**config.mk**
```make
export PLATFORM = sky130hd
export DESIGN_NAME = bsa_seq
export DESIGN_NICKNAME = d
export VERILOG_FILES = /design/src/assert_macros.svh /design/src/bsa_pkg.sv /design/src/bsa_seq.sv
export SDC_FILE = /design/constraint.sdc
export NUM_CORES = 2
export LEC_CHECK = 0
export BUFFER_PORTS_ARGS = -buffer_cell sky130_fd_sc_hd__buf_2
export CAP_MARGIN = 20
export CORE_ASPECT_RATIO = 1.75
export CORE_MARGIN = 5
export CORE_UTILIZATION = 64
export DETAILED_ROUTE_END_ITERATION = 7
export HOLD_SLACK_MARGIN = 0.06
export MAX_ROUTING_LAYER = met4
export PLACE_DENSITY = 0.8
export SLEW_MARGIN = 20
export SYNTH_ARGS = -nofsm -noshare
export SYNTH_HDL_FRONTEND = slang
export SYNTH_SLANG_ARGS = --single-unit
export TNS_END_PERCENT = 1
```
**constraint.sdc**
```tcl
create_clock -name clock -period 7.9 [get_ports clock]
set_clock_uncertainty 0.15 [all_clocks]
set_input_delay 0.395 -clock clock [delete_from_list [all_inputs] [get_ports clock]]
set_output_delay 0.395 -clock clock [all_outputs]
set_load 0.02 [all_outputs]
```
**src/assert_macros.svh**
```systemverilog
// Assertion macros shared by the allocator RTL.
`ifndef ASSERT_MACROS_SVH
`define ASSERT_MACROS_SVH
`ifndef NO_ASSERTIONS
`define ASSERT_ALWAYS(lbl, clk, rst, expr, msg) \
   lbl: assert property (@(posedge clk) disable iff (rst) (expr)) else $error(msg);
`define ASSERT_NEXT(lbl, clk, rst, ante, cons, msg) \
   lbl: assert property (@(posedge clk) disable iff (rst) (ante) |=> (cons)) else $error(msg);
`else
`define ASSERT_ALWAYS(lbl, clk, rst, expr, msg)
`define ASSERT_NEXT(lbl, clk, rst, ante, cons, msg)
`endif
`endif

```
**src/bsa_pkg.sv**
```systemverilog
// Types, constants and helper functions of the buddy superblock allocator.
`default_nettype none
package bsa_pkg;

   localparam int POOL_LOG     = 16;
   localparam int MIN_LOG      = 5;
   localparam int HEADER_BYTES = 16;
   localparam int OFF_W        = 16;
   localparam int SIZE_W       = 16;
   localparam int NEED_W       = SIZE_W + 1;

   localparam int SLOT_W = POOL_LOG - MIN_LOG;
   localparam int SLOTS  = 1 << SLOT_W;
   localparam int PTR_W  = SLOT_W + 1;
   localparam int KCLS   = POOL_LOG + 2;
   localparam int ICLS   = POOL_LOG + 1;
   localparam int K_W    = $clog2(KCLS);
   localparam int NHEADS = KCLS * ICLS;
   localparam int HEAD_AW = $clog2(NHEADS);
   localparam int CLR_N  = (SLOTS > NHEADS) ? SLOTS : NHEADS;
   localparam int CLR_W  = $clog2(CLR_N);

   localparam logic [PTR_W-1:0]  NIL      = PTR_W'(SLOTS);
   localparam logic [K_W-1:0]    TOP_K    = K_W'(POOL_LOG + 1);
   localparam logic [K_W-1:0]    NO_CLASS = '1;
   localparam logic [SIZE_W-1:0] MAX_REQ_RESET = SIZE_W'(65504);

   localparam logic OP_ALLOC = 1'b0;
   localparam logic OP_FREE  = 1'b1;

   localparam logic [1:0] STAT_OK        = 2'd0;
   localparam logic [1:0] STAT_TOO_LARGE = 2'd1;
   localparam logic [1:0] STAT_NO_REGION = 2'd2;

   typedef struct packed {
      logic              opcode;
      logic [SIZE_W-1:0] request_size;
      logic [OFF_W-1:0]  user_offset;
   } bsa_req_type;

   typedef struct packed {
      logic [1:0]       status;
      logic [OFF_W-1:0] granted_offset;
   } bsa_rsp_type;

   typedef struct packed {
      logic             free;
      logic [K_W-1:0]   k;
      logic [PTR_W-1:0] prev;
      logic [PTR_W-1:0] next;
   } bsa_hdr_type;

   localparam int HDR_W = $bits(bsa_hdr_type);

   typedef struct packed {
      logic              we;
      logic [SLOT_W-1:0] waddr;
      bsa_hdr_type       wdata;
      logic [SLOT_W-1:0] raddr;
   } bsa_hdr_port_type;

   typedef struct packed {
      logic               we;
      logic [HEAD_AW-1:0] waddr;
      logic [PTR_W-1:0]   wdata;
      logic [HEAD_AW-1:0] raddr;
   } bsa_head_port_type;

   typedef enum logic [4:0] {
      S_CLEAR, S_IDLE,
      S_A_SCAN, S_A_HEAD, S_A_HEADW, S_A_HDR, S_A_SPLIT, S_A_NEXT,
      S_F_RD, S_F_CHK, S_F_LOOP, S_F_BUD, S_F_MRG, S_F_INS,
      S_R_P, S_R_PW, S_R_N, S_R_NW,
      S_I_HEAD, S_I_HDW, S_I_PW,
      S_DONE
   } bsa_state_type;

   // Lowest set bit of a class bitmap, all ones when empty.
   function automatic logic [K_W-1:0] low_bit(input logic [ICLS-1:0] bm);
      logic [K_W-1:0] r;
      r = NO_CLASS;
      for (int b = ICLS - 1; b >= 0; b--) begin
         if (bm[b]) r = K_W'(b);
      end
      return r;
   endfunction

   // Number of significant bits of a value.
   function automatic logic [K_W-1:0] bit_len(input logic [NEED_W-1:0] v);
      logic [K_W-1:0] r;
      r = '0;
      for (int b = 0; b < NEED_W; b++) begin
         if (v[b]) r = K_W'(b + 1);
      end
      return r;
   endfunction

   // Class index of a region that starts at slot idx with size class k.
   function automatic logic [K_W-1:0] cls_i(input logic [SLOT_W-1:0] idx,
                                            input logic [K_W-1:0] k);
      logic [K_W-1:0] lb;
      logic [K_W-1:0] km1;
      lb  = '1;
      km1 = k - K_W'(1);
      for (int b = SLOT_W - 1; b >= 0; b--) begin
         if (idx[b]) lb = K_W'(b + MIN_LOG);
      end
      if (k == '0) return '0;
      if (lb > km1) return km1;
      return lb;
   endfunction

   function automatic logic [HEAD_AW-1:0] head_addr(input logic [K_W-1:0] k,
                                                    input logic [K_W-1:0] i);
      return HEAD_AW'(int'(k) * ICLS + int'(i));
   endfunction

endpackage
`default_nettype wire

```
**src/bsa_seq.sv**
```systemverilog
// Sequencer that walks the region headers and free lists for each item.
`default_nettype none
module bsa_seq import bsa_pkg::*; (
   input  wire logic              clock,
   input  wire logic              reset,
   input  wire logic              start,
   input  wire bsa_req_type       req_item,
   input  wire logic [SIZE_W-1:0] max_request,
   output logic                   busy,
   output logic                   done,
   output bsa_rsp_type            result,
   output bsa_hdr_port_type       hdr_port,
   input  wire bsa_hdr_type       hdr_rdata,
   output bsa_head_port_type      head_port,
   input  wire logic [PTR_W-1:0]  head_rdata
);
   bsa_state_type state_ff, state_in, ret_ff, ret_in;
   logic [CLR_W-1:0]  clr_ff, clr_in;
   logic [K_W-1:0]    j_ff, j_in, scan_ff, scan_in, best_k_ff, best_k_in, best_i_ff, best_i_in;
   logic [SLOT_W-1:0] idx_ff, idx_in, b_ff, b_in;
   logic [K_W-1:0]    k_ff, k_in, i_ff, i_in, bk_ff, bk_in;
   logic [PTR_W-1:0]  rem_prev_ff, rem_prev_in, rem_next_ff, rem_next_in;
   logic [K_W-1:0]    rem_k_ff, rem_k_in, rem_i_ff, rem_i_in;
   logic [SLOT_W-1:0] ins_idx_ff, ins_idx_in;
   logic [K_W-1:0]    ins_k_ff, ins_k_in;
   logic [PTR_W-1:0]  ins_h_ff, ins_h_in;
   logic              q0_v_ff, q0_v_in, q1_v_ff, q1_v_in;
   logic [SLOT_W-1:0] q0_idx_ff, q0_idx_in, q1_idx_ff, q1_idx_in;
   logic [K_W-1:0]    q0_k_ff, q0_k_in, q1_k_ff, q1_k_in;
   logic [1:0]        status_ff, status_in;
   logic [OFF_W-1:0]  grant_ff, grant_in;
   logic [ICLS-1:0]   bmp_ff [KCLS];

   logic              accept;
   logic [NEED_W-1:0] need;
   logic [K_W-1:0]    j_raw, j_acc;
   logic              too_large;
   logic [OFF_W:0]    off_sub;
   logic              free_ok;
   logic [SLOT_W-1:0] free_idx;
   logic [K_W-1:0]    bm_sel;
   logic [ICLS-1:0]   bm_cur;
   logic [K_W-1:0]    scan_lb;
   logic [K_W-1:0]    i_cur;
   logic [SLOT_W-1:0] b_calc;
   logic              loop_stop;
   logic              bud_bad;
   logic [K_W-1:0]    bud_cls;
   logic [K_W-1:0]    hdr_cls;
   logic [K_W-1:0]    ins_cls;
   logic [HEAD_AW-1:0] ins_s;
   logic [SLOT_W-1:0] step_j, step_i, a_idx, lo_idx, hi_idx;
   logic              split_hi;
   bsa_hdr_type       hdr_empty;

   assign accept    = start && (state_ff == S_IDLE);
   assign need      = {1'b0, req_item.request_size} + NEED_W'(HEADER_BYTES - 1);
   assign j_raw     = bit_len(need);
   assign j_acc     = (j_raw < K_W'(MIN_LOG)) ? K_W'(MIN_LOG) : j_raw;
   assign too_large = req_item.request_size > max_request;
   assign off_sub   = {1'b0, req_item.user_offset} - (OFF_W + 1)'(HEADER_BYTES);
   assign free_ok   = !off_sub[OFF_W] && (off_sub[MIN_LOG-1:0] == '0);
   assign free_idx  = off_sub[MIN_LOG +: SLOT_W];

   assign bm_cur  = bmp_ff[bm_sel];
   assign scan_lb = low_bit(bm_cur);

   assign i_cur     = cls_i(idx_ff, k_ff);
   assign b_calc    = idx_ff ^ (SLOT_W'(1) << (i_cur - K_W'(MIN_LOG)));
   assign loop_stop = ((idx_ff == '0) && (k_ff == TOP_K)) || (i_cur < K_W'(MIN_LOG))
                      || (i_cur >= K_W'(POOL_LOG));
   assign bud_cls   = cls_i(b_ff, hdr_rdata.k);
   assign bud_bad   = (hdr_rdata.k == '0) || !hdr_rdata.free || (bud_cls != i_ff)
                      || (hdr_rdata.k > K_W'(POOL_LOG));
   assign hdr_cls   = cls_i(idx_ff, hdr_rdata.k);
   assign ins_cls   = cls_i(ins_idx_ff, ins_k_ff);
   assign ins_s     = head_addr(ins_k_ff, ins_cls);

   assign step_j   = SLOT_W'(1) << (j_ff - K_W'(MIN_LOG));
   assign step_i   = SLOT_W'(1) << (i_ff - K_W'(MIN_LOG));
   assign a_idx    = idx_ff + step_j - step_i;
   assign split_hi = i_ff > j_ff;
   assign lo_idx   = (b_ff < idx_ff) ? b_ff : idx_ff;
   assign hi_idx   = (b_ff < idx_ff) ? idx_ff : b_ff;

   assign hdr_empty = '{free: 1'b0, k: '0, prev: NIL, next: NIL};

   always_comb begin
      case (state_ff)
         S_R_P:   bm_sel = rem_k_ff;
         S_I_HDW: bm_sel = ins_k_ff;
         S_A_SCAN: bm_sel = scan_ff;
         default: bm_sel = '0;
      endcase
   end

   always_ff @(posedge clock) begin
      if (reset) begin
         for (int n = 0; n < KCLS; n++) begin
            bmp_ff[n] <= (n == int'(TOP_K)) ? (ICLS'(1) << POOL_LOG) : '0;
         end
      end else if ((state_ff == S_R_P) && rem_prev_ff[SLOT_W] && rem_next_ff[SLOT_W]) begin
         bmp_ff[bm_sel] <= bm_cur & ~(ICLS'(1) << rem_i_ff);
      end else if (state_ff == S_I_HDW) begin
         bmp_ff[bm_sel] <= bm_cur | (ICLS'(1) << ins_cls);
      end
   end

   always_ff @(posedge clock) begin
      if (reset) begin
         state_ff <= S_CLEAR;
         clr_ff   <= '0;
      end else begin
         state_ff <= state_in;
         clr_ff   <= clr_in;
      end
   end

   always_ff @(posedge clock) begin
      ret_ff      <= ret_in;
      j_ff        <= j_in;
      scan_ff     <= scan_in;
      best_k_ff   <= best_k_in;
      best_i_ff   <= best_i_in;
      idx_ff      <= idx_in;
      b_ff        <= b_in;
      k_ff        <= k_in;
      i_ff        <= i_in;
      bk_ff       <= bk_in;
      rem_prev_ff <= rem_prev_in;
      rem_next_ff <= rem_next_in;
      rem_k_ff    <= rem_k_in;
      rem_i_ff    <= rem_i_in;
      ins_idx_ff  <= ins_idx_in;
      ins_k_ff    <= ins_k_in;
      ins_h_ff    <= ins_h_in;
      q0_v_ff     <= q0_v_in;
      q1_v_ff     <= q1_v_in;
      q0_idx_ff   <= q0_idx_in;
      q1_idx_ff   <= q1_idx_in;
      q0_k_ff     <= q0_k_in;
      q1_k_ff     <= q1_k_in;
      status_ff   <= status_in;
      grant_ff    <= grant_in;
   end

   // Next state.
   always_comb begin
      state_in = state_ff;
      case (state_ff)
         S_CLEAR: begin
            if (clr_ff == CLR_W'(CLR_N - 1)) state_in = S_IDLE;
         end
         S_IDLE: begin
            if (accept) begin
               if (req_item.opcode == OP_FREE) begin
                  state_in = free_ok ? S_F_RD : S_DONE;
               end else if (too_large || (j_acc >= TOP_K)) begin
                  state_in = S_DONE;
               end else begin
                  state_in = S_A_SCAN;
               end
            end
         end
         S_A_SCAN: begin
            if (scan_ff == TOP_K) state_in = S_A_HEAD;
         end
         S_A_HEAD:  state_in = (best_i_ff >= K_W'(ICLS)) ? S_DONE : S_A_HEADW;
         S_A_HEADW: state_in = head_rdata[SLOT_W] ? S_DONE : S_A_HDR;
         S_A_HDR:   state_in = S_R_P;
         S_A_SPLIT: state_in = S_A_NEXT;
         S_A_NEXT:  state_in = (q0_v_ff || q1_v_ff) ? S_I_HEAD : S_DONE;
         S_F_RD:    state_in = S_F_CHK;
         S_F_CHK: begin
            state_in = ((hdr_rdata.k == '0) || hdr_rdata.free) ? S_DONE : S_F_LOOP;
         end
         S_F_LOOP:  state_in = loop_stop ? S_F_INS : S_F_BUD;
         S_F_BUD:   state_in = bud_bad ? S_F_INS : S_R_P;
         S_F_MRG:   state_in = S_F_LOOP;
         S_F_INS:   state_in = S_I_HEAD;
         S_R_P:     state_in = rem_prev_ff[SLOT_W] ? S_R_N : S_R_PW;
         S_R_PW:    state_in = S_R_N;
         S_R_N:     state_in = rem_next_ff[SLOT_W] ? ret_ff : S_R_NW;
         S_R_NW:    state_in = ret_ff;
         S_I_HEAD:  state_in = S_I_HDW;
         S_I_HDW:   state_in = head_rdata[SLOT_W] ? ret_ff : S_I_PW;
         S_I_PW:    state_in = ret_ff;
         S_DONE:    state_in = S_IDLE;
         default:   state_in = S_IDLE;
      endcase
   end

   // Working registers.
   always_comb begin
      clr_in      = clr_ff;
      ret_in      = ret_ff;
      j_in        = j_ff;
      scan_in     = scan_ff;
      best_k_in   = best_k_ff;
      best_i_in   = best_i_ff;
      idx_in      = idx_ff;
      b_in        = b_ff;
      k_in        = k_ff;
      i_in        = i_ff;
      bk_in       = bk_ff;
      rem_prev_in = rem_prev_ff;
      rem_next_in = rem_next_ff;
      rem_k_in    = rem_k_ff;
      rem_i_in    = rem_i_ff;
      ins_idx_in  = ins_idx_ff;
      ins_k_in    = ins_k_ff;
      ins_h_in    = ins_h_ff;
      q0_v_in     = q0_v_ff;
      q1_v_in     = q1_v_ff;
      q0_idx_in   = q0_idx_ff;
      q1_idx_in   = q1_idx_ff;
      q0_k_in     = q0_k_ff;
      q1_k_in     = q1_k_ff;
      status_in   = status_ff;
      grant_in    = grant_ff;
      case (state_ff)
         S_CLEAR: clr_in = clr_ff + CLR_W'(1);
         S_IDLE: begin
            status_in = STAT_OK;
            grant_in  = '0;
            idx_in    = free_idx;
            j_in      = j_acc;
            scan_in   = j_acc + K_W'(1);
            best_i_in = NO_CLASS;
            best_k_in = '0;
            if (req_item.opcode == OP_ALLOC) begin
               if (too_large) status_in = STAT_TOO_LARGE;
               else if (j_acc >= TOP_K) status_in = STAT_NO_REGION;
            end
         end
         S_A_SCAN: begin
            if ((bm_cur != '0) && (scan_lb < best_i_ff)) begin
               best_i_in = scan_lb;
               best_k_in = scan_ff;
            end
            scan_in = scan_ff + K_W'(1);
         end
         S_A_HEAD: begin
            if (best_i_ff >= K_W'(ICLS)) status_in = STAT_NO_REGION;
         end
         S_A_HEADW: begin
            if (head_rdata[SLOT_W]) status_in = STAT_NO_REGION;
            idx_in = head_rdata[SLOT_W-1:0];
         end
         S_A_HDR: begin
            k_in        = hdr_rdata.k;
            i_in        = hdr_cls;
            rem_prev_in = hdr_rdata.prev;
            rem_next_in = hdr_rdata.next;
            rem_k_in    = hdr_rdata.k;
            rem_i_in    = hdr_cls;
            ret_in      = S_A_SPLIT;
         end
         S_A_SPLIT: begin
            if (split_hi) begin
               grant_in  = {idx_ff, MIN_LOG'(0)} + OFF_W'(HEADER_BYTES);
               q0_v_in   = 1'b1;
               q0_idx_in = idx_ff + step_j;
               q0_k_in   = i_ff;
               q1_v_in   = k_ff != (i_ff + K_W'(1));
               q1_idx_in = idx_ff + step_i;
               q1_k_in   = k_ff;
            end else begin
               grant_in  = {a_idx, MIN_LOG'(0)} + OFF_W'(HEADER_BYTES);
               q0_v_in   = j_ff > i_ff;
               q0_idx_in = idx_ff;
               q0_k_in   = j_ff;
               q1_v_in   = (j_ff + K_W'(1)) < k_ff;
               q1_idx_in = a_idx + step_j;
               q1_k_in   = k_ff;
            end
         end
         S_A_NEXT: begin
            ret_in = S_A_NEXT;
            if (q0_v_ff) begin
               ins_idx_in = q0_idx_ff;
               ins_k_in   = q0_k_ff;
               q0_v_in    = 1'b0;
            end else begin
               ins_idx_in = q1_idx_ff;
               ins_k_in   = q1_k_ff;
               q1_v_in    = 1'b0;
            end
         end
         S_F_CHK: k_in = hdr_rdata.k;
         S_F_LOOP: begin
            i_in = i_cur;
            b_in = b_calc;
         end
         S_F_BUD: begin
            bk_in       = hdr_rdata.k;
            rem_prev_in = hdr_rdata.prev;
            rem_next_in = hdr_rdata.next;
            rem_k_in    = hdr_rdata.k;
            rem_i_in    = i_ff;
            ret_in      = S_F_MRG;
         end
         S_F_MRG: begin
            idx_in = lo_idx;
            k_in   = bk_ff + K_W'(1);
         end
         S_F_INS: begin
            ins_idx_in = idx_ff;
            ins_k_in   = k_ff;
            ret_in     = S_DONE;
         end
         S_I_HDW: ins_h_in = head_rdata;
         default: ;
      endcase
   end

   // Memory ports and status outputs.
   always_comb begin
      hdr_port  = '0;
      head_port = '0;
      busy      = state_ff != S_IDLE;
      done      = state_ff == S_DONE;
      case (state_ff)
         S_CLEAR: begin
            hdr_port.we    = int'(clr_ff) < SLOTS;
            hdr_port.waddr = clr_ff[SLOT_W-1:0];
            hdr_port.wdata = hdr_empty;
            if (clr_ff == '0) begin
               hdr_port.wdata.free = 1'b1;
               hdr_port.wdata.k    = TOP_K;
            end
            head_port.we    = int'(clr_ff) < NHEADS;
            head_port.waddr = clr_ff[HEAD_AW-1:0];
            head_port.wdata = (clr_ff[HEAD_AW-1:0] == head_addr(TOP_K, K_W'(POOL_LOG)))
                              ? PTR_W'(0) : NIL;
         end
         S_A_HEAD:  head_port.raddr = head_addr(best_k_ff, best_i_ff);
         S_A_HEADW: hdr_port.raddr = head_rdata[SLOT_W-1:0];
         S_A_SPLIT: begin
            hdr_port.we      = 1'b1;
            hdr_port.waddr   = split_hi ? idx_ff : a_idx;
            hdr_port.wdata   = hdr_empty;
            hdr_port.wdata.k = j_ff + K_W'(1);
         end
         S_F_RD:   hdr_port.raddr = idx_ff;
         S_F_LOOP: hdr_port.raddr = b_calc;
         S_F_MRG: begin
            hdr_port.we    = 1'b1;
            hdr_port.waddr = hi_idx;
            hdr_port.wdata = hdr_empty;
         end
         S_R_P: begin
            hdr_port.raddr  = rem_prev_ff[SLOT_W-1:0];
            head_port.we    = rem_prev_ff[SLOT_W];
            head_port.waddr = head_addr(rem_k_ff, rem_i_ff);
            head_port.wdata = rem_next_ff;
         end
         S_R_PW: begin
            hdr_port.we         = 1'b1;
            hdr_port.waddr      = rem_prev_ff[SLOT_W-1:0];
            hdr_port.wdata      = hdr_rdata;
            hdr_port.wdata.next = rem_next_ff;
         end
         S_R_N: hdr_port.raddr = rem_next_ff[SLOT_W-1:0];
         S_R_NW: begin
            hdr_port.we         = 1'b1;
            hdr_port.waddr      = rem_next_ff[SLOT_W-1:0];
            hdr_port.wdata      = hdr_rdata;
            hdr_port.wdata.prev = rem_prev_ff;
         end
         S_I_HEAD: head_port.raddr = ins_s;
         S_I_HDW: begin
            hdr_port.we         = 1'b1;
            hdr_port.waddr      = ins_idx_ff;
            hdr_port.wdata      = hdr_empty;
            hdr_port.wdata.free = 1'b1;
            hdr_port.wdata.k    = ins_k_ff;
            hdr_port.wdata.next = head_rdata;
            hdr_port.raddr      = head_rdata[SLOT_W-1:0];
            head_port.we        = 1'b1;
            head_port.waddr     = ins_s;
            head_port.wdata     = {1'b0, ins_idx_ff};
         end
         S_I_PW: begin
            hdr_port.we         = 1'b1;
            hdr_port.waddr      = ins_h_ff[SLOT_W-1:0];
            hdr_port.wdata      = hdr_rdata;
            hdr_port.wdata.prev = {1'b0, ins_idx_ff};
         end
         default: ;
      endcase
   end

   assign result = '{status: status_ff, granted_offset: grant_ff};
endmodule
`default_nettype wire

```
==> flow_summary_export.csv <==
group,metric,value,unit
run_status,outcome,"finished clean",
floorplanning,die_w,200,um
min_path,min_delay_worst_endpoint,"idx_ff[3]$_DFFE_PP_",
timing,relSlewSlack,12.6,%
logic_synthesis,yosysUniqueCellTypes,102,
route,wl_per_cell,30.8,um
flow_run,maxCapViolations,0,
min_path,holdPathStages,3,
logic_synthesis,synthFlopType,"edfxtp_1",
min_path,hp-class,"input port to flip-flop",
timing,finalSetupViolCount,0,
worst_setup_path,cp_top_family,"compound AO/OA/AOI/OAI gates",
floorplanning,dieArea,68500,um^2
worst_setup_path,crit_path_max_incr_delay,660,ps
global_routing,grtUsageTotal,44.2,%
timing,tns,0,ps
logic_synthesis,synth_xor_area_share,2.45,%
floorplanning,rows,122,
route,dr.pass1.iters,7,
timing,worst_pin_slew,1300,ps
worst_setup_path,reg2reg_depth,19,
worst_setup_path,cp_max_fo,9,
clock_network,cts.repair.resized,0,
finish,synthToLayoutAreaGrowth,11.4,%
timing,finalMaxSlewViolations,0,
logic_synthesis,synth_mux_area_share,3.67,%
clock_network,clockBufferDepth,3,
clock_network,cts_tree,"yes",
route,drc,0,
placement,io_buffers,193,
global_routing,grt_pass1_vias,33318,
worst_setup_path,critPathSlowestCell,"o31ai_1",
worst_setup_path,cp_data_required_time,7360,ps
logic_synthesis,synth_top_family_by_area,"simple AND/OR/NAND/NOR gates",
logic_synthesis,synthSimpleGateAreaFrac,15.9,%
worst_setup_path,arrival,6600,ps
worst_setup_path,critPathLaunchType,"flip-flop",
route,dr.first_iter.drc_count,3891,
power,ir_worst_vdd,263,uV
timing,period_minus_slack,7140,ps
clock_network,clk_pin_slew,70,ps
route,route.vias.total,33538,
global_routing,grt_max_degree,68,
worst_setup_path,rrSetupSlack,1000,ps
finish,design_area,45000,um^2
clock_network,h-tree-depth,3,
global_routing,grt_antenna_before_repair,2,
min_path,min-delay-start,"req_item[8]",
timing,fin_crit_sh,90.4,%
finish,fin_util,71.6,%
finish,final_common_cell,"edfxtp_1",
logic_synthesis,yosys_register_bits,730,
logic_synthesis,syn-instance-count,3772,
power,power_density,176,nW/um^2
logic_synthesis,synth_edf_count,714,
timing,finalHoldViolCount,0,
power,fin_total_pwr,7.91,mW
placement,dp_hpwl,106000,um
clock_network,root_buffer,"clkbuf_16",
power,p_leak,17.1,nW
logic_synthesis,synth-seq-area-share,53.8,%
worst_setup_path,path_class,"flip-flop to output port",
placement,gp_congestion,1.12,
global_routing,grt_pass1_wl,213000,um
logic_synthesis,synth_warnings,0,
placement,place_area,42400,um^2
clock_network,post_cts_buffers,0,
floorplanning,fp.coreArea,62900,um^2
floorplanning,ios,198,
route,routed_wl,148000,um
clock_network,cts.sinks,730,
finish,final_cell_mix,"edfxtp_1 (714), nand2_1 (469), nor2_1 (453)",
worst_setup_path,crit_chain,"inv_1, ha_1, xor2_1, o31ai_1, nand2_1, nor2_1, ha_1, inv_1, fa_1, inv_1, ha_1, nor2b_1, o21ai_0, a21boi_0, o21ai_0, a21boi_0, o21ai_0, a21boi_0, o21ai_0, a21boi_0, o31ai_1, a21o_1, buf_2",
clock_network,clk-insertion-delay-late,650,ps
global_routing,grt-ovfl-total,0,
clock_network,numCtsBuffers,66,
route,drt.antenna.violating_nets,0,
finish,fillers,4510,
floorplanning,dieHeight,342,um
logic_synthesis,synth-async-reset-ratio,0,%
timing,max_freq,0.140,GHz
worst_setup_path,reg2reg_from,"state_ff[1]$_SDFFE_PP0P_",
floorplanning,initial_utilization,64.3,%
logic_synthesis,netlist_area,40400,um^2
route,vias_per_cell,6.97,
worst_setup_path,cp-end-kind,"output port",
finish,drive_gt1_share,13.5,%
finish,final_nets,4225,
timing,rsz0062_at_grt,"no",
worst_setup_path,path_buf_inv,4,
worst_setup_path,r2r-end,"best_k_ff[1]$_SDFFCE_PN0P_",
logic_synthesis,syn_area_per_cell,10.7,um^2
logic_synthesis,synth_compound_area_share,13.9,%
logic_synthesis,synthAdderAreaFrac,5.73,%
## through the flow
step / instances / hold WS, ps / setup slack (ps)
after floorplan: 3775 / 274 / 2210
after global placement: 4642 / 382 / 1270
after detailed placement: 4642 / 407 / 1210
after CTS: 4810 / 83.6 / 841
after global routing: 4812 / 92.8 / 272
final: 4813 / 88.8 / 759
## routing by layer
| layer | GRT usage (%) | share of wire (%) | vias to the layer above |
|---|---|---|---|
| met5 | - | 0 | - |
| met4 | 42.7 | 13 | 0 |
| met3 | 8.30 | 9.6 | 884 |
| met2 | 71.0 | 49 | 2515 |
| met1 | 43.6 | 29 | 15845 |
| li1 | - | - | 14294 |
## cell type report
cell class	count	area [um^2]	area share (%)
repair buffers	352	2370	5.26
flip-flops and latches	730	21800	48.3
well taps	806	1010	2.24
multi-input cells	2623	17000	37.8
diodes	3	7.51	0.0167
clock inverters	48	509	1.13
inverters	179	672	1.49
clock buffers	72	1670	3.72
## logic make-up (layout without fill, tap and decap cells)
family                     count (synthesis)  in the layout
other                                      1              7
and+or+nand+nor                         1414           1414
AOI/OAI and AO/OA                        798            798
DFF                                      730            730
buffers and inverters                    422            651
xor gates and xnor gates                 113            113
adders and majority gates                179            179
muxes                                    115            115
## timing repair
action	in CTS	in global routing
endpoints found under the hold margin	57	0
endpoints found under the setup margin	0	0
hold buffers	48	0
## worst max path at each step
stage / from / end / slack (ps) / depth (start not counted)
6_report: j_ff[0]$_DFFE_PP_ / hdr_port[50] / 760 / 23
5_1_grt: j_ff[0]$_DFFE_PP_ / hdr_port[51] / 270 / 25
4_1_cts: ins_k_ff[0]$_DFFE_PP_ / head_port[29] / 840 / 24
3_5_place_dp: state_ff[1]$_SDFFE_PP0P_ / best_k_ff[1]$_SDFFCE_PN0P_ / 1210 / 20
3_3_place_gp: state_ff[1]$_SDFFE_PP0P_ / best_k_ff[2]$_SDFFCE_PN0P_ / 1270 / 20
2_1_floorplan: j_ff[0]$_DFFE_PP_ / hdr_port[51] / 2210 / 24
## flip-flops by register name (all words and copies together) (netlist names), 11 cells and up
register / flops
b_ff: 11
bmp_ff: 544
clr_ff: 11
grant_ff: 12
idx_ff: 11
ins_h_ff: 11
ins_idx_ff: 11
q0_idx_ff: 11
q1_idx_ff: 11
rem_next_ff: 12
rem_prev_ff: 12
## report_power, final
group	switching, mW	internal, mW
clock	1.54	1.77
sequential	0.0193	4.27
combinational	0.200	0.114
total	1.76	6.15
## Yosys cell counts, types with 28 or more instances
library cell,n,area share (%)
a211oi_1,107,2.0
edfxtp_1,714,53
xnor2_1,69,1.5
nor3_1,52,0.64
nor2_1,467,4.3
nand2b_1,36,0.56
xor2_1,44,0.95
a21o_1,28,0.52
ha_1,169,5.2
inv_1,173,1.6
and3_1,82,1.3
nand3_1,125,1.5
o21ai_0,145,1.8
a31oi_1,34,0.53
a21oi_1,124,1.5
clkbuf_1,130,1.2
buf_2,70,0.87
nand2_1,470,4.4
mux2i_1,76,1.9
a22oi_1,65,1.2
nand4_1,35,0.54
## worst min-delay path: stages
cell     delay (ps)
buf_2           120
xor2_1           70
o21ai_0         180
Power figures use the tool's default switching activity.
